===== config.mk =====
export PLATFORM = sky130hd
export DESIGN_NAME = bbc_queue
export DESIGN_NICKNAME = d
export VERILOG_FILES = /design/src/sv/bbc_pkg.sv /design/src/sv/bbc_queue.sv
export SDC_FILE = /design/constraint.sdc
export NUM_CORES = 1
export LEC_CHECK = 0
export ABC_CLOCK_PERIOD_IN_PS = 2450
export BUFFER_PORTS_ARGS = -buffer_cell sky130_fd_sc_hd__clkbuf_2
export CORE_MARGIN = 1.5
export CORE_UTILIZATION = 45
export CTS_BUF_LIST = sky130_fd_sc_hd__clkbuf_2 sky130_fd_sc_hd__clkbuf_4 sky130_fd_sc_hd__clkbuf_8
export CTS_CLUSTER_DIAMETER = 150
export DETAILED_ROUTE_END_ITERATION = 16
export SLEW_MARGIN = 10
export SYNTH_ARGS = -nofsm -noshare
export SYNTH_HDL_FRONTEND = slang
export SYNTH_SLANG_ARGS = --single-unit

===== constraint.sdc =====
create_clock -name clk_i -period 2.45 [get_ports clk_i]
set_input_delay 0.1225 -clock clk_i [delete_from_list [all_inputs] [get_ports clk_i]]
set_output_delay 0.1225 -clock clk_i [all_outputs]
set_load 0.05 [all_outputs]

===== src/sv/bbc_pkg.sv =====
// Shared types and constants for the column-stream 3x3 box blur.
// No dependencies; every other file of the block imports this package.
`timescale 1ns / 1ps

package bbc_pkg;

  // Field and register widths fixed by the block's external contract.
  localparam int unsigned WIDTH_W    = 16;
  localparam int unsigned HEIGHT_W   = 11;
  localparam int unsigned COL_W      = WIDTH_W + 1;
  localparam int unsigned VALUE_W    = 16;
  localparam int unsigned CFG_IDX_W  = 1;
  localparam int unsigned CFG_DATA_W = 16;

  localparam logic [WIDTH_W-1:0]  WIDTH_RESET  = 16'd512;
  localparam logic [HEIGHT_W-1:0] HEIGHT_RESET = 11'd512;

  localparam logic KIND_FLUSH = 1'b1;

  typedef enum logic [CFG_IDX_W-1:0] {
    REG_IMAGE_WIDTH  = 1'b0,
    REG_IMAGE_HEIGHT = 1'b1
  } cfg_reg_e;

  // floor(s * 0.111) is taken as (s * RECIP_MULT) >> RECIP_SHIFT, with
  // RECIP_MULT = ceil(0.111 * 2^32). The error stays below one thousandth
  // for any window sum up to 20 bits, so the floor is exact.
  localparam int unsigned       RECIP_W     = 29;
  localparam int unsigned       RECIP_SHIFT = 32;
  localparam logic [RECIP_W-1:0] RECIP_MULT = 29'd476741370;

  localparam int unsigned QUEUE_DEPTH = 4;

  typedef struct packed {
    logic emit;
    logic interior;
    logic last;
  } bbc_flags_t;

endpackage


===== src/sv/bbc_queue.sv =====
// Short first-in first-out queue of flip-flops that decouples the front and
// back ends. Depends on bbc_pkg for its depth.
`timescale 1ns / 1ps

module bbc_queue #(
  parameter int unsigned WIDTH = 32
) (
  input  logic             clk_i,
  input  logic             rst_ni,
  input  logic             push_i,
  input  logic [WIDTH-1:0] data_i,
  output logic             full_o,
  input  logic             pop_i,
  output logic             valid_o,
  output logic [WIDTH-1:0] data_o
);
  import bbc_pkg::*;

  localparam int unsigned DEPTH = QUEUE_DEPTH;
  localparam int unsigned PTR_W = $clog2(DEPTH);
  localparam int unsigned CNT_W = $clog2(DEPTH + 1);

  logic [WIDTH-1:0] entries_q [DEPTH];
  logic [PTR_W-1:0] wr_ptr_q, wr_ptr_d, rd_ptr_q, rd_ptr_d;
  logic [CNT_W-1:0] count_q, count_d;

  assign full_o  = count_q == CNT_W'(DEPTH);
  assign valid_o = count_q != '0;
  assign data_o  = entries_q[rd_ptr_q];

  always_comb begin
    wr_ptr_d = wr_ptr_q;
    rd_ptr_d = rd_ptr_q;
    count_d  = count_q;
    if (push_i) begin
      wr_ptr_d = (wr_ptr_q == PTR_W'(DEPTH - 1)) ? '0 : wr_ptr_q + PTR_W'(1);
    end
    if (pop_i) begin
      rd_ptr_d = (rd_ptr_q == PTR_W'(DEPTH - 1)) ? '0 : rd_ptr_q + PTR_W'(1);
    end
    case ({push_i, pop_i})
      2'b10:   count_d = count_q + CNT_W'(1);
      2'b01:   count_d = count_q - CNT_W'(1);
      default: count_d = count_q;
    endcase
  end

  always_ff @(posedge clk_i or negedge rst_ni) begin
    if (!rst_ni) begin
      wr_ptr_q <= '0;
      rd_ptr_q <= '0;
      count_q  <= '0;
    end else begin
      wr_ptr_q <= wr_ptr_d;
      rd_ptr_q <= rd_ptr_d;
      count_q  <= count_d;
    end
  end

  always_ff @(posedge clk_i) begin
    if (push_i) begin
      entries_q[wr_ptr_q] <= data_i;
    end
  end

`ifndef NO_ASSERTIONS
  a_no_overflow: assert property (@(posedge clk_i) disable iff (!rst_ni)
    push_i |-> !full_o)
    else $error("word pushed into a full queue");
  a_no_underflow: assert property (@(posedge clk_i) disable iff (!rst_ni)
    pop_i |-> valid_o)
    else $error("word popped from an empty queue");
  a_count_bound: assert property (@(posedge clk_i) disable iff (!rst_ni)
    count_q <= CNT_W'(DEPTH))
    else $error("queue fill count beyond its depth");
`endif

endmodule


==> results.yml, run 1 <==
synthesis:
  netlist_top_cells_count: "edfxtp_1 (128), mux4_2 (28), dfrtp_1 (7), ha_1 (6), inv_1 (6)"
  synth_top_area_share_pct: 75.6
  async_flop_share_pct: 5.19
  ys_types: 20
  seq_area_frac_synth_pct: 79.0
  synth_area_leaders: "edfxtp_1 (76%), mux4_2 (12%), dfrtp_1 (3.4%)"
  synth.most_common_cell: "edfxtp_1"
  netlist_area_sq_mm: 0.00508
  synth_flop_cell: "edfxtp_1"
  synth-warning-count: 0
  synth_enable_flop_cells: 128
  yosysTopAreaCell: "edfxtp_1"
  ys_seq_elements: 135
  synth_fp_nets: 250
  avgSynthCellArea_sq_um: 24.6
  syn_inst: 207
setup_path:
  end_kind: "primary output"
  slowest_stage: "mux4_1"
  arrival_ns: 2.06
  start_kind: "flip-flop"
  max_stage_delay_ns: 0.59
  crit_type: "flip-flop to primary output"
  worst_ep_required_time_ns: 2.33
  worst-path-max-fanout: 28
  path_cells: "buf_12 > mux4_1 > clkbuf_2"
clocking:
  cts_tree: "built"
  cts_root_buffer: "clkbuf_8"
  path_clk_slew_ns: 0.07
  clock_latency_ns: 0.41
  htree_levels: 4
  cts_setup_buffers: 0
  cts_sinks: 135
  clk_path_buf_depth: 2
  cts_buffers: 17
sta:
  final.setup_skew_ns: 0.00767
  maxSlewHeadroom_pct: 67.1
  tightest_slew_ns: 0.494
  tns_ns: 0
  slew_viol_final: 0
  max_freq_mhz: 459
  setup_viol: 0
  hold_violations: 0
  worst_hold_slack_ns: 0.0360
  final.period_utilization_pct: 88.9
  rsz0062_at_grt: "false"
  fin_ws_ns: 0.271
  min_period_ns: 2.18
hold_path:
  hold_path_class: "primary input to flip-flop"
finish:
  drive_gt1_share_pct: 42.4
  postLayoutCoreUtil_pct: 58.6
  fin_area_sq_mm: 0.00641
  instances_no_fill: 482
  syn_to_final_growth_pct: 26.1
  nNetsFinal: 372
  antennaDiodeCount: 0
routing:
  met2_length_um: 4190
  drtPass1Iterations: 5
  initialDrtViolationCount: 106
  vias: 2424
  top_layer: "met4"
  ant_nets: 0
  finalWirelength_um: 8340
  routedWlPerCell_um: 17.3
  wl_met3_um: 318
  wl_met1_um: 3740
  via_per_inst: 5.03
  remaining_drc_errors: 0
global_routing:
  grt_pass1_vias: 2570
  grt.overflow.total: 0
  antenna_found_initial: 0
  track_usage_pct: 15.3
  grt_pass1_wl_um: 13000
  grt_max_degree: 29
floorplan:
  die-area_sq_mm: 0.0119
  placementRows: 38
  initial_core_util_pct: 46.5
  dieHeight_um: 109
  die_w_um: 109
  fp.coreArea_sq_mm: 0.0109
  io_pins: 70
placed_design:
  port-buffer-count: 69
  hpwl_um: 5110
  placed_cells: 416
  dp_slack_ns: 0.677
  gp_congestion: 0.660
  dpl-instance-area_sq_mm: 0.00563
pwr:
  ir_drop_mv: 0.651
  p_leak_nw: 2.31
  p_per_area_mw_per_mm2: 1270
  finalPower_mw: 8.14
status:
  status: "finished clean"
run:
  maxCapViolCount: 0
## cell families (layout without fill, tap and decap cells)
group	Yosys count	in the layout	synth area share, %
AOI/OAI and AO/OA	3	3	0.295
DFF	135	135	79.0
adders and majority gates	7	7	1.87
muxes	34	34	14.9
buffers and inverters	14	149	2.21
xor gates and xnor gates	3	3	0.517
and+or+nand+nor	11	11	1.16
## what timing repair did
action	4_1_cts	5_1_grt
hold endpoints to repair	137	0
setup endpoints to repair	0	0
hold buffers	34	0
resized for setup	0	0
## flip-flops by register name, summed over array words and instances, names as in the netlist
register / count
entries_q: 128
rd_ptr_q: 2
wr_ptr_q: 2
count_q: 3
## worst max-delay path, delay by kind of cell (launching register included)
family	cells	cell delay (ns)
muxes	1	0.59
buffers and inverters	2	0.53
DFF	1	0.50
## report_power, final
group | switching (mW) | internal (mW) | leakage (nW)
sequential | 0.197 | 2.97 | 1.26
combinational | 2.02 | 0.989 | 0.835
clock | 0.836 | 1.13 | 0.217
total | 3.06 | 5.09 | 2.31
## cell usage in the layout (no fill, tap or decap), types with 3 or more instances in the layout
cell type      count
buf_4              4
clkinv_4           3
dlygate4sd3_1     34
o21ai_0            3
edfxtp_1         128
mux4_2            28
buf_12             4
and2_2             4
clkbuf_8          17
inv_1              6
inv_6              3
ha_1               6
mux4_1             4
dfrtp_1            5
bufinv_16          4
clkbuf_2          69
## layout make-up
cell class	count	area (sq um)
Fill cell	850	4520
Clock inverter	14	198
Inverter	6	22.5
Sequential cell	135	4020
Tap cell	140	175
Timing Repair Buffer	111	796
Multi-Input combinational cell	58	958
Clock buffer	18	241
## worst paths after layout
path	cells past startpoint	end	slack (ns)	from
setup / recovery	3	data_o[31]	0.27	rd_ptr_q[0]
hold / removal	2	rd_ptr_q[0]	0.04	pop_i
setup reg to reg	4	entries_q[2][18]	0.82	wr_ptr_q[0]
hold reg to reg	1	count_q[2]	0.50	count_q[2]
max in group asynchronous	2	rd_ptr_q[1]	2.16	rst_ni
min in group asynchronous	2	count_q[2]	0.09	rst_ni
## routing by layer
metal / GRT usage (%) / vias to the layer above
met5: 0 / -
met4: 5.84 / 0
met2: 25.3 / 55
li1: - / 1107
met3: 4.03 / 12
met1: 19.5 / 1250
Power figures use the tool's default switching activity.
==> inputs of run 2 (changes only) <==
Settings changed: PLACE_DENSITY set to 0.72, REMOVE_ABC_BUFFERS set to 1.
==> run 2 against run 1 <==
Effect of this change: largest power group unchanged; hold slack improved by 0.024 ns; die area unchanged; total power increased by 1.7%; highest routed layer unchanged.
==> results.yml, run 2 (synthesized netlist as in run 1, its figures left out) <==
setup_path:
  worst_ep_required_time_ns: 2.33
  max_stage_delay_ns: 0.60
  crit_buf_inv: 2
  worst-path-max-fanout: 21
  path_cells: "buf_12 > mux4_1 > clkbuf_2"
  end_kind: "primary output"
  start_kind: "flip-flop"
  crit_type: "flip-flop to primary output"
  arrival_ns: 2.14
  rrSetupSlack_ns: 0.74
  slowest_stage: "dfrtp_4"
  critPathTopFamily: "flip-flops"
finish:
  reg_top3: "entries_q x128, count_q x3"
  syn_to_final_growth_pct: 26.2
  final_common_cell: "edfxtp_1"
  layout_common_cells: "edfxtp_1 (128), clkbuf_2 (69), dlygate4sd3_1 (35), mux4_2 (28), clkbuf_8 (17)"
  fin_area_sq_mm: 0.00641
  largest_register_ffs: 128
  drive_gt1_share_pct: 41.7
  antennaDiodeCount: 0
  largest_register: "entries_q"
  nNetsFinal: 373
routing:
  remaining_drc_errors: 0
  vias: 2422
  ant_nets: 0
  via_per_inst: 5.01
  routedWlPerCell_um: 18.5
  drtPass1Iterations: 4
  finalWirelength_um: 8950
  initialDrtViolationCount: 74
global_routing:
  grt.overflow.total: 0
  grt_use_met1_pct: 20.8
  grt_pass1_vias: 2677
  grt_util_met3_pct: 5.63
  grt_max_degree: 33
  antenna_found_initial: 0
  grt_pass1_wl_um: 13900
  use_met2_pct: 26.5
  busiest_layer: "met2"
  track_usage_pct: 16.6
sta:
  tightest_slew_ns: 0.512
  tns_ns: 0
  final.period_utilization_pct: 92.2
  final.setup_skew_ns: 0.00422
  min_period_ns: 2.26
  maxSlewHeadroom_pct: 65.8
  max_freq_mhz: 443
  slew_viol_final: 0
  rsz0062_at_grt: "false"
  setup_viol: 0
  hold_violations: 0
floorplan:
  die_w_um: 109
  initial_core_util_pct: 46.5
  io_pins: 70
  fp.coreArea_sq_mm: 0.0109
  die-area_sq_mm: 0.0119
  placementRows: 38
  dieHeight_um: 109
clocking:
  htree_levels: 4
  cts_setup_buffers: 0
  cts_root_buffer: "clkbuf_8"
  cts_tree: "built"
  clock_latency_ns: 0.43
  cts_buffers: 17
  cts_sinks: 135
  path_clk_slew_ns: 0.07
  clk_path_buf_depth: 2
placed_design:
  hpwl_um: 5590
  port-buffer-count: 69
  gp_congestion: 0.689
  dpl-instance-area_sq_mm: 0.00560
pwr:
  p_per_area_mw_per_mm2: 1290
  p_leak_nw: 2.31
  ir_drop_mv: 0.864
  finalPower_mw: 8.28
hold_path:
  hold_path_class: "primary input to asynchronous set/reset pin"
run:
  maxCapViolCount: 0
status:
  status: "finished clean"
## run 2: cell types whose count changed in the layout (fill, tap and decap cells not counted), sizes merged
cell         change
inv              -3
bufinv           +2
clkinvlp         +2
clkbuf           -1
dlygate4sd3      +1
## run 2: final timing paths
check,endpoint,cells after the start,start
setup / recovery,data_o[2],3,rd_ptr_q[0]
hold / removal,count_q[0],2,rst_ni
setup reg to reg,entries_q[1][0],4,wr_ptr_q[1]
hold reg to reg,count_q[2],1,count_q[2]
max in group asynchronous,rd_ptr_q[0],2,rst_ni
min in group clk_i,entries_q[3][15],2,data_i[15]
## run 2: report_power, final
group | leakage, nW | switching [mW] | internal (mW)
combinational | 0.830 | 2.03 | 0.959
sequential | 1.26 | 0.204 | 2.97
clock | 0.222 | 0.817 | 1.30
total | 2.31 | 3.05 | 5.23
## run 2: area by class of cell
type                       instances  area [sq um]
timing repair buffer             112           768
sequential                       135          4020
fill                             838          4520
inverter                           6          22.5
multi-input combinational         58           958
clock inverter                    15           233
tap                              140           175
clock buffer                      17           234
## run 2: routing by layer
layer	wire (um)	vias to the layer above	part of all wire [%]
met4	84	0	0.94
met1	3870	1239	43
met2	4560	63	51
li1	-	1110	-
met3	439	10	4.9
met5	0	-	0
## run 2: stage by stage
stage	worst slack, ns	instances	hold slack [ns]	util [%]
2_1_floorplan	-0.00708	199	-0.173	-
3_3_place_gp	0.541	416	-0.0266	51.2
3_5_place_dp	0.529	416	-0.0254	51.2
4_1_cts	0.0389	483	0.0258	58.6
5_1_grt	0.0802	483	0.0428	58.7
6_report	0.191	483	0.0598	58.7
## run 2: timing repair
item	CTS	global route
gates resized for setup	0	1
endpoints found under the setup margin	0	1
hold buffers	35	0
hold endpoints to repair	139	0
