--- src/sv/bbc_pkg.sv ---
// Shared types and constants for the column-stream 3x3 box blur.
// No dependencies; every other file of the block imports this package.
`timescale 1ns / 1ps

package bbc_pkg;

  // Field and register widths fixed by the block's external contract.
  localparam int unsigned WIDTH_W    = 16;
  localparam int unsigned HEIGHT_W   = 11;
  localparam int unsigned COL_W      = WIDTH_W + 1;
  localparam int unsigned VALUE_W    = 16;
  localparam int unsigned CFG_IDX_W  = 1;
  localparam int unsigned CFG_DATA_W = 16;

  localparam logic [WIDTH_W-1:0]  WIDTH_RESET  = 16'd512;
  localparam logic [HEIGHT_W-1:0] HEIGHT_RESET = 11'd512;

  localparam logic KIND_FLUSH = 1'b1;

  typedef enum logic [CFG_IDX_W-1:0] {
    REG_IMAGE_WIDTH  = 1'b0,
    REG_IMAGE_HEIGHT = 1'b1
  } cfg_reg_e;

  // floor(s * 0.111) is taken as (s * RECIP_MULT) >> RECIP_SHIFT, with
  // RECIP_MULT = ceil(0.111 * 2^32). The error stays below one thousandth
  // for any window sum up to 20 bits, so the floor is exact.
  localparam int unsigned       RECIP_W     = 29;
  localparam int unsigned       RECIP_SHIFT = 32;
  localparam logic [RECIP_W-1:0] RECIP_MULT = 29'd476741370;

  localparam int unsigned QUEUE_DEPTH = 4;

  typedef struct packed {
    logic emit;
    logic interior;
    logic last;
  } bbc_flags_t;

endpackage

--- src/sv/bbc_if.sv ---
// Handshake channels of the box blur: pixel input, result output, config.
// Depends on bbc_pkg for the field widths.
`timescale 1ns / 1ps

interface bbc_in_if;
  import bbc_pkg::*;
  logic               valid;
  logic               ready;
  logic               kind;
  logic [VALUE_W-1:0] pixel_value;
  modport source (output valid, kind, pixel_value, input ready);
  modport sink   (input valid, kind, pixel_value, output ready);
endinterface


interface bbc_cfg_if;
  import bbc_pkg::*;
  logic                  valid;
  logic                  ready;
  logic [CFG_IDX_W-1:0]  index;
  logic [CFG_DATA_W-1:0] data;
  modport source (output valid, index, data, input ready);
  modport sink   (input valid, index, data, output ready);
endinterface

--- src/sv/bbc_front.sv ---
// Front end of the box blur: config registers, input handshake, position
// counters and classification of each word. Depends on bbc_pkg and bbc_if.
`timescale 1ns / 1ps

module bbc_front #(
  parameter int unsigned MAX_HEIGHT = 1024,
  parameter int unsigned PIXEL_BITS = 16
) (
  input  logic                          clk_i,
  input  logic                          rst_ni,
  bbc_in_if.sink                        in_chan,
  bbc_cfg_if.sink                       cfg_chan,
  output logic                          cmd_valid_o,
  input  logic                          cmd_ready_i,
  output logic [PIXEL_BITS-1:0]         cmd_pix_o,
  output logic [$clog2(MAX_HEIGHT)-1:0] cmd_row_o,
  output bbc_pkg::bbc_flags_t           cmd_flags_o
);
  import bbc_pkg::*;

  localparam int unsigned RW = $clog2(MAX_HEIGHT);
  localparam int unsigned HW = $clog2(MAX_HEIGHT + 1);
  localparam int unsigned PW = $clog2(2 * MAX_HEIGHT + 2);

  logic [WIDTH_W-1:0]  width_q;
  logic [HEIGHT_W-1:0] height_q;
  logic [COL_W-1:0]    col_q, col_d;
  logic [RW-1:0]       row_q, row_d;
  logic [PW-1:0]       pend_q, pend_d, pend_nxt;

  logic [COL_W-1:0] w_eff;
  logic [HW-1:0]    h_eff;
  logic             accept, full, draining, drop, emit;
  logic             row_pos, row_last, ox_ok, interior, last;
  logic [COL_W-1:0] ox;
  logic [HW-1:0]    oy;

  assign cfg_chan.ready = 1'b1;
  assign in_chan.ready  = cmd_ready_i;
  assign accept         = in_chan.valid && cmd_ready_i;

  always_ff @(posedge clk_i or negedge rst_ni) begin
    if (!rst_ni) begin
      width_q  <= WIDTH_RESET;
      height_q <= HEIGHT_RESET;
    end else if (cfg_chan.valid) begin
      case (cfg_reg_e'(cfg_chan.index))
        REG_IMAGE_WIDTH: begin
          width_q <= cfg_chan.data[WIDTH_W-1:0];
        end
        REG_IMAGE_HEIGHT: begin
          height_q <= cfg_chan.data[HEIGHT_W-1:0];
        end
        default: begin
        end
      endcase
    end
  end

  // Out-of-range sizes are clamped to the usable range.
  always_comb begin
    w_eff = (width_q == '0) ? COL_W'(1) : COL_W'(width_q);
    if (height_q == '0) begin
      h_eff = HW'(1);
    end else if (32'(height_q) > 32'(MAX_HEIGHT)) begin
      h_eff = HW'(MAX_HEIGHT);
    end else begin
      h_eff = HW'(height_q);
    end
  end

  // Once the whole image is in, every word (pixel or flush) drains one
  // owed result; before that, flush words are simply swallowed.
  assign full     = col_q >= w_eff;
  assign draining = full;
  assign drop     = ((in_chan.kind == KIND_FLUSH) && !full) || (full && (pend_q == '0));

  assign row_pos = row_q != '0;
  assign emit    = (col_q >= COL_W'(2)) || ((col_q == COL_W'(1)) && row_pos) ||
                   ((col_q == '0) && ((HW+1)'(row_q) >= (HW+1)'(h_eff) + (HW+1)'(1)));

  // Position of the output pixel, which sits one row and one column behind.
  always_comb begin
    if (row_pos) begin
      ox    = col_q - COL_W'(1);
      ox_ok = col_q >= COL_W'(1);
      oy    = HW'(row_q) - HW'(1);
    end else begin
      ox    = col_q - COL_W'(2);
      ox_ok = col_q >= COL_W'(2);
      oy    = h_eff - HW'(1);
    end
  end

  assign interior = ox_ok && (ox != '0) &&
                    ((COL_W+1)'(ox) + (COL_W+1)'(2) <= (COL_W+1)'(w_eff)) &&
                    (oy != '0) && ((HW+1)'(oy) + (HW+1)'(2) <= (HW+1)'(h_eff));
  assign last     = ox_ok && (ox == w_eff - COL_W'(1)) && (oy == h_eff - HW'(1));

  assign row_last = (HW+1)'(row_q) + (HW+1)'(1) >= (HW+1)'(h_eff);
  assign pend_nxt = pend_q + PW'(!draining) - PW'(emit);

  always_comb begin
    col_d  = col_q;
    row_d  = row_q;
    pend_d = pend_q;
    if (accept && !drop) begin
      pend_d = pend_nxt;
      if (row_last) begin
        row_d = '0;
        col_d = col_q + COL_W'(1);
      end else begin
        row_d = row_q + RW'(1);
      end
      if (draining && (pend_nxt == '0)) begin
        col_d = '0;
        row_d = '0;
      end
    end
  end

  always_ff @(posedge clk_i or negedge rst_ni) begin
    if (!rst_ni) begin
      col_q  <= '0;
      row_q  <= '0;
      pend_q <= '0;
    end else begin
      col_q  <= col_d;
      row_q  <= row_d;
      pend_q <= pend_d;
    end
  end

  assign cmd_valid_o          = accept && !drop;
  assign cmd_pix_o            = draining ? '0 : in_chan.pixel_value[PIXEL_BITS-1:0];
  assign cmd_row_o            = row_q;
  assign cmd_flags_o.emit     = emit;
  assign cmd_flags_o.interior = interior;
  assign cmd_flags_o.last     = last;

`ifndef NO_ASSERTIONS
  a_drain_restarts: assert property (@(posedge clk_i) disable iff (!rst_ni)
    (cmd_valid_o && draining && (pend_nxt == '0)) |=> ((col_q == '0) && (row_q == '0)))
    else $error("counters did not return to zero after the last owed result");
  a_drain_owes: assert property (@(posedge clk_i) disable iff (!rst_ni)
    (cmd_valid_o && draining) |-> (pend_q != '0))
    else $error("drain word issued with nothing pending");
`endif

endmodule

--- src/flat_wrapper.sv ---
// flat-port wrapper written by rule: the top's interface ports become plain ports
module bbc_front_flat import bbc_pkg::*;
#(
  parameter int unsigned MAX_HEIGHT = 1024,
  parameter int unsigned PIXEL_BITS = 16
)
  (clk_i, rst_ni, cmd_valid_o, cmd_ready_i, cmd_pix_o, cmd_row_o, cmd_flags_o, in_chan_valid, in_chan_kind, in_chan_pixel_value, in_chan_ready, cfg_chan_valid, cfg_chan_index, cfg_chan_data, cfg_chan_ready);
  bbc_in_if in_chan_i ();
  bbc_cfg_if cfg_chan_i ();
  input  logic clk_i;
  input  logic rst_ni;
  output logic cmd_valid_o;
  input  logic cmd_ready_i;
  output logic [PIXEL_BITS-1:0] cmd_pix_o;
  output logic [$clog2(MAX_HEIGHT)-1:0] cmd_row_o;
  output bbc_pkg::bbc_flags_t cmd_flags_o;
  input wire logic [$bits(in_chan_i.valid)-1:0] in_chan_valid;
  input wire logic [$bits(in_chan_i.kind)-1:0] in_chan_kind;
  input wire logic [$bits(in_chan_i.pixel_value)-1:0] in_chan_pixel_value;
  output wire logic [$bits(in_chan_i.ready)-1:0] in_chan_ready;
  input wire logic [$bits(cfg_chan_i.valid)-1:0] cfg_chan_valid;
  input wire logic [$bits(cfg_chan_i.index)-1:0] cfg_chan_index;
  input wire logic [$bits(cfg_chan_i.data)-1:0] cfg_chan_data;
  output wire logic [$bits(cfg_chan_i.ready)-1:0] cfg_chan_ready;
  assign in_chan_i.valid = in_chan_valid;
  assign in_chan_i.kind = in_chan_kind;
  assign in_chan_i.pixel_value = in_chan_pixel_value;
  assign in_chan_ready = in_chan_i.ready;
  assign cfg_chan_i.valid = cfg_chan_valid;
  assign cfg_chan_i.index = cfg_chan_index;
  assign cfg_chan_i.data = cfg_chan_data;
  assign cfg_chan_ready = cfg_chan_i.ready;
  bbc_front #(.MAX_HEIGHT(MAX_HEIGHT), .PIXEL_BITS(PIXEL_BITS)) u_core (.clk_i(clk_i), .rst_ni(rst_ni), .in_chan(in_chan_i), .cfg_chan(cfg_chan_i), .cmd_valid_o(cmd_valid_o), .cmd_ready_i(cmd_ready_i), .cmd_pix_o(cmd_pix_o), .cmd_row_o(cmd_row_o), .cmd_flags_o(cmd_flags_o));
endmodule
--- config.mk ---
export PLATFORM = sky130hd
export DESIGN_NAME = bbc_front_flat
export DESIGN_NICKNAME = d
export VERILOG_FILES = /design/src/sv/bbc_pkg.sv /design/src/sv/bbc_if.sv /design/src/sv/bbc_front.sv /design/src/flat_wrapper.sv
export SDC_FILE = /design/constraint.sdc
export NUM_CORES = 1
export LEC_CHECK = 0
export ABC_AREA = 1
export BUFFER_PORTS_ARGS = -buffer_cell sky130_fd_sc_hd__buf_4
export CORE_UTILIZATION = 50
export DETAILED_ROUTE_END_ITERATION = 8
export PLACE_DENSITY = 0.69
export SYNTH_ARGS = -nofsm -noshare
export SYNTH_HDL_FRONTEND = slang
export SYNTH_SLANG_ARGS = --single-unit
--- constraint.sdc ---
create_clock -name clk_i -period 8.9 [get_ports clk_i]
set_input_delay 1.78 -clock clk_i [delete_from_list [all_inputs] [get_ports clk_i]]
set_output_delay 1.78 -clock clk_i [all_outputs]
set_load 0.005 [all_outputs]
==> flow_metrics.env, run 1 <==
export IMPL_status="complete, no violations"
export IMPL_place_area_um2=9390
export IMPL_hp_class="flip-flop to flip-flop"
export IMPL_yosysWarningCount=0
export IMPL_netSwitchingFraction_pct=57.4
export IMPL_clock_sinks=66
export IMPL_synth_edf_count=0
export IMPL_dr_wl_met2_um=11200
export IMPL_synth_top_area_share_pct=18.2
export IMPL_yosys_top_cells_count="316 x nand2_1, 200 x inv_1, 153 x nor2_1"
export IMPL_crit_path_max_fanout=21
export IMPL_switching_power_w=0.00218
export IMPL_fin_skew_ns=0.00639
export IMPL_ys_seq_elements=66
export IMPL_synth_nets=1490
export IMPL_postCtsHoldBufs=0
export IMPL_vias=8734
export IMPL_p_leak_nw=5.32
export IMPL_clk_path_buf_depth=2
export IMPL_p_per_area_nw_per_um2=392
export IMPL_wl_met1_um=11500
export IMPL_firstDrtPassIters=5
export IMPL_power_frac_comb_pct=78.8
export IMPL_finalNonFillerCells=1626
export IMPL_grt_pass1_wl_um=40500
export IMPL_crit_arrival_ns=4.91
export IMPL_clk_latency_ns=0.34
export IMPL_first_iter_violations=550
export IMPL_dp_hpwl_um=19700
export IMPL_tns_ns=0
export IMPL_cts_tree="done"
export IMPL_period_needed_ns=6.69
export IMPL_ys_flop_type="dfrtp_1"
export IMPL_relSlewSlack_pct=37.9
export IMPL_cts_buffers=9
export IMPL_synthArstFlopShare_pct=100
export IMPL_start_kind="flip-flop"
export IMPL_dp_cells=1612
export IMPL_die_h_um=135
export IMPL_power_frac_clock_pct=8.7
export IMPL_drv_slew=0
export IMPL_max_cap_violations=0
export IMPL_die_area_um2=18200
export IMPL_hold_viol=0
export IMPL_drive_gt1_share_pct=12.6
export IMPL_antenna_found_initial=1
export IMPL_postSynthAreaPerCell_um2=6.51
export IMPL_syn_area_um2=8820
export IMPL_numPortBuffers=69
export IMPL_nNetsFinal=1533
export IMPL_n_antenna_cell=0
export IMPL_fp_dieW_um=135
export IMPL_max_freq_mhz=149
export IMPL_synth_area_leaders="dfrtp_1 18%, ha_1 13%, nand2_1 13%"
export IMPL_grt_usage_pct=28.4
export IMPL_synth_distinct_cells=58
export IMPL_crit_type="flip-flop to output port"
export IMPL_final_setup_viol_count=0
export IMPL_highest_layer="met5"
export IMPL_grt_start_max_net_pins=67
export IMPL_critPathRequiredTime_ns=7.12
export IMPL_post_synth_top_count_cell="nand2_1"
export IMPL_cts_setup_buffers=0
export IMPL_gp_congestion=0.948
export IMPL_area_delta_synth_final_pct=9.40
export IMPL_clkTransAtPathRegs_ns=0.06
export IMPL_wl_met3_um=1250
export IMPL_ant_nets=0
export IMPL_routed_wl_um=24700
export IMPL_crit_path_end_kind="output port"
export IMPL_h_tree_depth=3
export IMPL_core_area_um2=17200
export IMPL_synth_largest_area_cell="dfrtp_1"
export IMPL_final_area_um2=9650
export IMPL_cts_root_buf="clkbuf_16"
export IMPL_drt_wirelength_per_cell_um=15.2
export IMPL_rows=48
export IMPL_drc=0
export IMPL_via_per_inst=5.37
export IMPL_p_int_w=0.00161
export IMPL_synth_cells=1355
export IMPL_ir_worst_vdd_uv=199
export IMPL_start_util_pct=51.2
export IMPL_timing_final_crit_share_pct=75.2
export IMPL_yosysSeqAreaShare_pct=18.7
export IMPL_tightest_slew_ns=0.931
export IMPL_grt_overflow=0
export IMPL_grt_pass1_vias=8208
export IMPL_cts_resized=0
export IMPL_pin_count=71
export IMPL_rsz0062_at_grt="false"
export IMPL_pwr_share_seq_pct=12.5
==> stage by stage <==
stage,utilization [%],setup slack [ns],hold WS (ns),power [W]
global route,56.0,1.77,0.539,0.00421
detailed placement,54.5,2.60,0.473,0.00343
CTS,56.0,2.23,0.489,0.00378
global placement,54.5,2.78,0.471,0.00339
floorplan,-,3.43,0.453,0.00274
finish,56.0,2.21,0.481,0.00379
==> layer usage <==
metal  up-vias  GRT usage [%]
met5         -              0
met1      4005           37.0
met3        49           4.77
li1       4428              -
met2       250           46.8
met4         2           10.7
==> flip-flops by register name (all words and copies together) (netlist names) <==
register,flops
u_core.cmd_row_o,10
u_core.pend_q,12
u_core.height_q,11
u_core.width_q,16
u_core.col_q,17
==> placed cells by master, fill, tap and decap left out, types with 4 or more instances in the layout <==
master,instances
nor4_1,8
clkbuf_16,9
nand3b_1,4
o211ai_1,5
xor2_1,78
a21oi_1,36
nand2_8,4
nand4_1,48
xnor2_1,5
nand2_1,316
buf_4,70
nor2_4,4
o21bai_1,5
o22ai_1,9
inv_1,200
nor2_2,11
clkinv_1,6
dfrtp_1,64
nor2_1,153
nand2_2,30
nand3_2,4
o21ai_2,4
nor3_1,25
a21oi_2,5
ha_1,95
inv_2,13
o21ai_0,66
nand3_1,77
==> path summary, 6_finish.rpt <==
check                                     from                 end  slack (ns)  depth (start not counted)
max                        u_core.cmd_row_o[0]      cmd_flags_o[1]        2.21                         25
min                           u_core.pend_q[0]    u_core.pend_q[0]        0.48                          2
max reg2reg                 u_core.height_q[5]     u_core.col_q[6]        2.89                         35
min reg2reg                   u_core.pend_q[0]    u_core.pend_q[0]        0.48                          2
max in group asynchronous               rst_ni     u_core.col_q[7]        6.75                          1
min in group asynchronous               rst_ni  u_core.height_q[7]        1.55                          1
==> power groups by stage <==
stage	sequential (W)	clock, W	combinational [W]
after detailed placement	0.000476	0	0.00295
after global placement	0.000475	0	0.00291
after global routing	0.000485	0.000350	0.00337
final	0.000473	0.000328	0.00299
after floorplan	0.000437	0	0.00231
after CTS	0.000472	0.000337	0.00297
==> logic make-up (layout without fill, tap and decap cells) <==
family / after synthesis / in the layout / synth area share [%]
and+or+nand+nor: 698 / 698 / 36.7
buffers and inverters: 257 / 303 / 12.0
DFF: 66 / 66 / 18.7
adders and majority gates: 96 / 96 / 13.7
AOI/OAI and AO/OA: 152 / 152 / 10.2
other: 1 / 1 / 0.0425
xor gates and xnor gates: 85 / 85 / 8.61
==> cell type report <==
class | instances | area (um2)
fillers | 1754 | 7580
clock inverters | 3 | 17.5
flip-flops and latches | 66 | 1650
repair buffers | 70 | 526
inverters | 219 | 822
well taps | 225 | 282
multi-input cells | 1032 | 6110
clock buffers | 11 | 243
==> worst max-delay path, stage by stage, from the launching register on <==
cell and delay, ns:
dfrtp_1 0.43, inv_1 0.19, ha_1 0.27, nand3_2 0.14, nor2_2 0.73, nor2_1 0.13
a21oi_1 0.25, inv_1 0.11, ha_1 0.24, nand3_1 0.15, inv_1 0.08, nand3_1 0.10
xor2_1 0.14, inv_1 0.05, ha_1 0.28, a21oi_1 0.14, o21ai_0 0.10, a21oi_1 0.11
o21ai_0 0.09, a21o_1 0.17, a21oi_1 0.21, nand3_1 0.10, nor2_1 0.11, nand2_1 0.07
nor2_2 0.08, buf_4 0.11
(Power assumes the default switching activity.)
==> run 2, diff against run 1 <==
Settings changed: PLACE_DENSITY 0.69 to 0.72.
Clock period 8.9 ns to 5.7 ns, I/O delays scaled along.
==> flow_metrics.env, run 2 (synthesis results as in run 1) <==
export IMPL_status="complete, no violations"
export IMPL_nNetsFinal=1566
export IMPL_core_area_um2=17200
export IMPL_clk_path_buf_depth=2
export IMPL_die_h_um=135
export IMPL_vias=8990
export IMPL_regMostFlops="u_core.col_q"
export IMPL_grt_start_max_net_pins=67
export IMPL_fp_dieW_um=135
export IMPL_tightest_slew_ns=0.915
export IMPL_num_fill_cells=1728
export IMPL_grt_usage_pct=29.0
export IMPL_crit_path_end_kind="output port"
export IMPL_worst_slack_ns=0.217
export IMPL_final_cell_mix="314 x nand2_1, 192 x inv_1, 144 x nor2_1"
export IMPL_grt_pass1_wl_um=41600
export IMPL_firstDrtPassIters=6
export IMPL_place_area_um2=9510
export IMPL_start_util_pct=51.2
export IMPL_dp_hpwl_um=20100
export IMPL_start_kind="flip-flop"
export IMPL_drive_gt1_share_pct=17.8
export IMPL_hold_depth=2
export IMPL_drt_wirelength_per_cell_um=15.4
export IMPL_clkTransAtPathRegs_ns=0.06
export IMPL_cts_root_buf="clkbuf_16"
export IMPL_largest_reg_flops=17
export IMPL_reg2reg_depth=35
export IMPL_area_delta_synth_final_pct=14.6
export IMPL_relSlewSlack_pct=39.0
export IMPL_clock_sinks=66
export IMPL_rrSetupSlack_ns=0.45
export IMPL_rsz0062_at_grt="true"
export IMPL_pin_count=71
export IMPL_crit_type="flip-flop to output port"
export IMPL_numPortBuffers=69
export IMPL_critPathRequiredTime_ns=4.56
export IMPL_gp_congestion=0.995
export IMPL_clk_latency_ns=0.34
export IMPL_die_area_um2=18200
export IMPL_max_cap_violations=0
export IMPL_max_freq_mhz=182
export IMPL_hp_class="flip-flop to flip-flop"
export IMPL_final_area_um2=10100
export IMPL_crit_arrival_ns=4.34
export IMPL_drv_slew=0
export IMPL_power_total_w=0.00633
export IMPL_p_per_area_nw_per_um2=626
export IMPL_period_needed_ns=5.48
export IMPL_hold_viol=0
export IMPL_first_iter_violations=634
export IMPL_cts_buffers=9
export IMPL_p_leak_nw=5.49
export IMPL_fin_skew_ns=0.00997
export IMPL_layout_commonest_cell="nand2_1"
export IMPL_grt_overflow=0
export IMPL_timing_final_crit_share_pct=96.2
export IMPL_ant_nets=0
export IMPL_cts_tree="done"
export IMPL_postCtsHoldBufs=0
export IMPL_n_antenna_cell=0
export IMPL_rows=48
export IMPL_ir_worst_vdd_uv=346
export IMPL_grt_pass1_vias=8464
export IMPL_antenna_found_initial=0
export IMPL_via_per_inst=5.41
export IMPL_crit_path_max_fanout=5
export IMPL_drc=0
export IMPL_routed_wl_um=25500
export IMPL_final_setup_viol_count=0
export IMPL_dp_slack_ns=-0.0991
export IMPL_h_tree_depth=3
export IMPL_reg_largest_list="u_core.col_q (17), u_core.width_q (16), u_core.pend_q (12)"
run 2: changes by cell type in the layout (fill, tap and decap cells not counted), sizes merged:
cell and change:
buf +33, bufinv +1, clkbuf -1, clkinv +1, clkinvlp +1
run 2: final timing paths:
path / startpoint / to
setup / recovery: u_core.height_q[6] / cmd_flags_o[1]
hold / removal: u_core.pend_q[10] / u_core.pend_q[10]
setup reg to reg: u_core.height_q[6] / u_core.col_q[10]
hold reg to reg: u_core.pend_q[10] / u_core.pend_q[10]
max in group asynchronous: rst_ni / u_core.col_q[2]
min in group asynchronous: rst_ni / u_core.height_q[4]
run 2: metal layers:
layer  global-route usage [%]  share of wire [%]  vias to the layer above
met4                     11.6                3.7                        0
met5                        0                  0                        -
li1                         -                  -                     4508
met2                     48.0                 46                      299
met1                     38.1                 45                     4129
met3                     3.72                5.5                       54
run 2: area by class of cell:
class,instances,area (um2),area share [%]
Clock buffer,10,229,2.26
Multi-Input combinational cell,1032,6260,61.9
Clock inverter,6,67.6,0.668
Sequential cell,66,1670,16.5
Timing Repair Buffer,103,777,7.68
Tap cell,225,282,2.78
Inverter,219,827,8.18
run 2: repair_timing:
action,in CTS,in global routing
gates cloned,0,0
setup buffers,1,17
gates resized for setup,12,43
endpoints found under the setup margin,1,28
pin swaps,3,18
run 2: power breakdown:
part	switching, W	internal (W)
combinational	0.00319	0.00186
clock	0.000222	0.000339
sequential	0.000144	0.000578
total	0.00356	0.00277
run 2: worst max-delay path, stage by stage, from the launching register on:
cell	delay [ns]
dfrtp_2	0.43
inv_2	0.10
nand3_2	0.12
o21ai_4	0.25
nand2_4	0.12
ha_4	0.18
inv_2	0.07
nand2_1	0.07
nand2_1	0.11
nor2_1	0.06
nor2_2	0.14
ha_2	0.22
nand3_2	0.12
inv_2	0.08
nand3_1	0.08
xor2_1	0.13
inv_1	0.08
ha_4	0.28
nand2_2	0.06
nor4_2	0.28
nand4_1	0.19
a21oi_4	0.25
nand3_1	0.11
nor2_1	0.13
nand2_2	0.10
nor2_2	0.11
buf_4	0.12
run 2: per-stage QoR:
stage	instances	util (%)	hold WS, ns	TNS (ns)
finish	1661	58.7	0.490	0
global route	1661	58.7	0.502	-0.643
CTS	1644	57.2	0.496	0
detailed placement	1627	55.1	0.481	-0.0991
global placement	1627	55.1	0.472	-0.108
floorplan	1355	-	0.453	0
==> run 3, diff against run 2 <==
Settings changed: REMOVE_ABC_BUFFERS set to 1.
==> flow_metrics.env, run 3 (synthesis results as in run 1) <==
export IMPL_drt_wirelength_per_cell_um=15.4
export IMPL_clk_path_buf_depth=2
export IMPL_hold_viol=0
export IMPL_crit_type="flip-flop to output port"
export IMPL_reg2reg_from="u_core.height_q[0]"
export IMPL_place_area_um2=9500
export IMPL_routed_wl_um=25600
export IMPL_first_iter_violations=697
export IMPL_grt_pass1_wl_um=41200
export IMPL_max_freq_mhz=182
export IMPL_rrSetupSlack_ns=0.37
export IMPL_die_area_um2=18200
export IMPL_tns_ns=0
export IMPL_dp_hpwl_um=19900
export IMPL_antenna_found_initial=0
export IMPL_final_cell_mix="312 x nand2_1, 193 x inv_1, 147 x nor2_1"
export IMPL_grt_pass1_vias=8305
export IMPL_rr_endpoint="u_core.col_q[5]"
export IMPL_relSlewSlack_pct=39.8
export IMPL_fin_skew_ns=0.0127
export IMPL_hold_end="u_core.pend_q[10]"
export IMPL_via_per_inst=5.35
export IMPL_fin_util_pct=58.9
export IMPL_p_leak_nw=5.52
export IMPL_hp_class="flip-flop to flip-flop"
export IMPL_grt_usage_pct=28.9
export IMPL_drive_gt1_share_pct=18.0
export IMPL_worst_slack_ns=0.209
export IMPL_gp_congestion=0.992
export IMPL_clock_sinks=66
export IMPL_timing_final_crit_share_pct=96.3
export IMPL_die_h_um=135
export IMPL_layout_commonest_cell="nand2_1"
export IMPL_firstDrtPassIters=5
export IMPL_vias=8885
export IMPL_drv_slew=0
export IMPL_largest_reg_flops=17
export IMPL_regMostFlops="u_core.col_q"
export IMPL_h_tree_depth=3
export IMPL_crit_path_max_incr_delay_ns=0.41
export IMPL_grt_overflow=0
export IMPL_numPortBuffers=69
export IMPL_drc=0
export IMPL_reg_largest_list="u_core.col_q (17), u_core.width_q (16), u_core.pend_q (12)"
export IMPL_reg2reg_depth=37
export IMPL_clkTransAtPathRegs_ns=0.06
export IMPL_final_area_um2=10100
export IMPL_ir_worst_vdd_uv=379
export IMPL_timing_hold_ws_ns=0.495
export IMPL_ant_nets=0
export IMPL_start_util_pct=51.2
export IMPL_cts_buffers=9
export IMPL_rows=48
export IMPL_crit_arrival_ns=4.35
export IMPL_p_per_area_nw_per_um2=633
export IMPL_n_antenna_cell=0
export IMPL_postCtsHoldBufs=0
export IMPL_period_needed_ns=5.49
export IMPL_pin_count=71
export IMPL_clk_latency_ns=0.35
export IMPL_final_setup_viol_count=0
export IMPL_min_delay_start="u_core.pend_q[10]"
export IMPL_crit_path_end_kind="output port"
export IMPL_max_cap_violations=0
export IMPL_area_delta_synth_final_pct=15.0
export IMPL_dp_slack_ns=-0.0557
export IMPL_hold_depth=2
export IMPL_cts_root_buf="clkbuf_16"
export IMPL_rsz0062_at_grt="true"
export IMPL_tightest_slew_ns=0.903
export IMPL_core_area_um2=17200
export IMPL_fp_dieW_um=135
export IMPL_crit_path_top_delay_cell="dfrtp_1"
export IMPL_nNetsFinal=1567
export IMPL_grt_start_max_net_pins=67
export IMPL_cts_tree="done"
export IMPL_status="complete, no violations"
export IMPL_critPathRequiredTime_ns=4.56
export IMPL_start_kind="flip-flop"
export IMPL_crit_path_max_fanout=7
run 3: worst max-delay path by stage:
stage / start / to / slack (ns)
final: u_core.height_q[0] / cmd_flags_o[1] / 0.21
after global routing: u_core.col_q[1] / cmd_flags_o[1] / -0.08
after CTS: u_core.height_q[6] / cmd_flags_o[1] / 0.02
after detailed placement: u_core.height_q[9] / cmd_flags_o[1] / -0.06
after global placement: u_core.height_q[9] / cmd_flags_o[1] / -0.04
after floorplan: u_core.height_q[3] / u_core.col_q[3] / 0.40
run 3: power by group:
part | internal (W) | switching, W | total (W) | leakage [nW]
combinational | 0.00189 | 0.00324 | 0.00513 | 4.54
sequential | 0.000579 | 0.000134 | 0.000712 | 0.824
clock | 0.000351 | 0.000229 | 0.000581 | 0.149
total | 0.00282 | 0.00361 | 0.00642 | 5.52
run 3: per-stage QoR:
step           total power [W]  cells
2_1_floorplan          0.00421   1317
3_3_place_gp           0.00533   1626
3_5_place_dp           0.00540   1626
4_1_cts                0.00607   1643
5_1_grt                0.00710   1662
6_report               0.00642   1662
run 3: layout make-up:
cell class,count,area [um2]
fillers,1639,7090
multi-input cells,1033,6280
clock buffers,10,239
well taps,225,282
repair buffers,103,790
clock inverters,6,65.1
flip-flops and latches,66,1670
inverters,219,827
run 3: routing by layer:
layer | share of wire, % | vias up | GRT usage [%]
met2 | 46 | 283 | 47.8
li1 | - | 4501 | -
met5 | 0 | - | 0
met3 | 5.7 | 46 | 4.02
met4 | 3.1 | 0 | 11.2
met1 | 45 | 4055 | 38.1
run 3: critical path: cells and delay by family (launching register included):
family	cells	cell delay [ns]
buffers and inverters	4	0.34
AOI/OAI and AO/OA	1	0.25
and+or+nand+nor	19	2.18
adders and majority gates	3	0.68
DFF	1	0.41
xor gates and xnor gates	1	0.14
run 3: repair_timing:
| item | in CTS | in global routing |
|---|---|---|
| gates resized for setup | 10 | 49 |
| cloned | 0 | 1 |
| pin swaps | 3 | 24 |
| setup buffers | 1 | 18 |
| hold endpoints to repair | 0 | 0 |
| setup endpoints to repair | 1 | 28 |
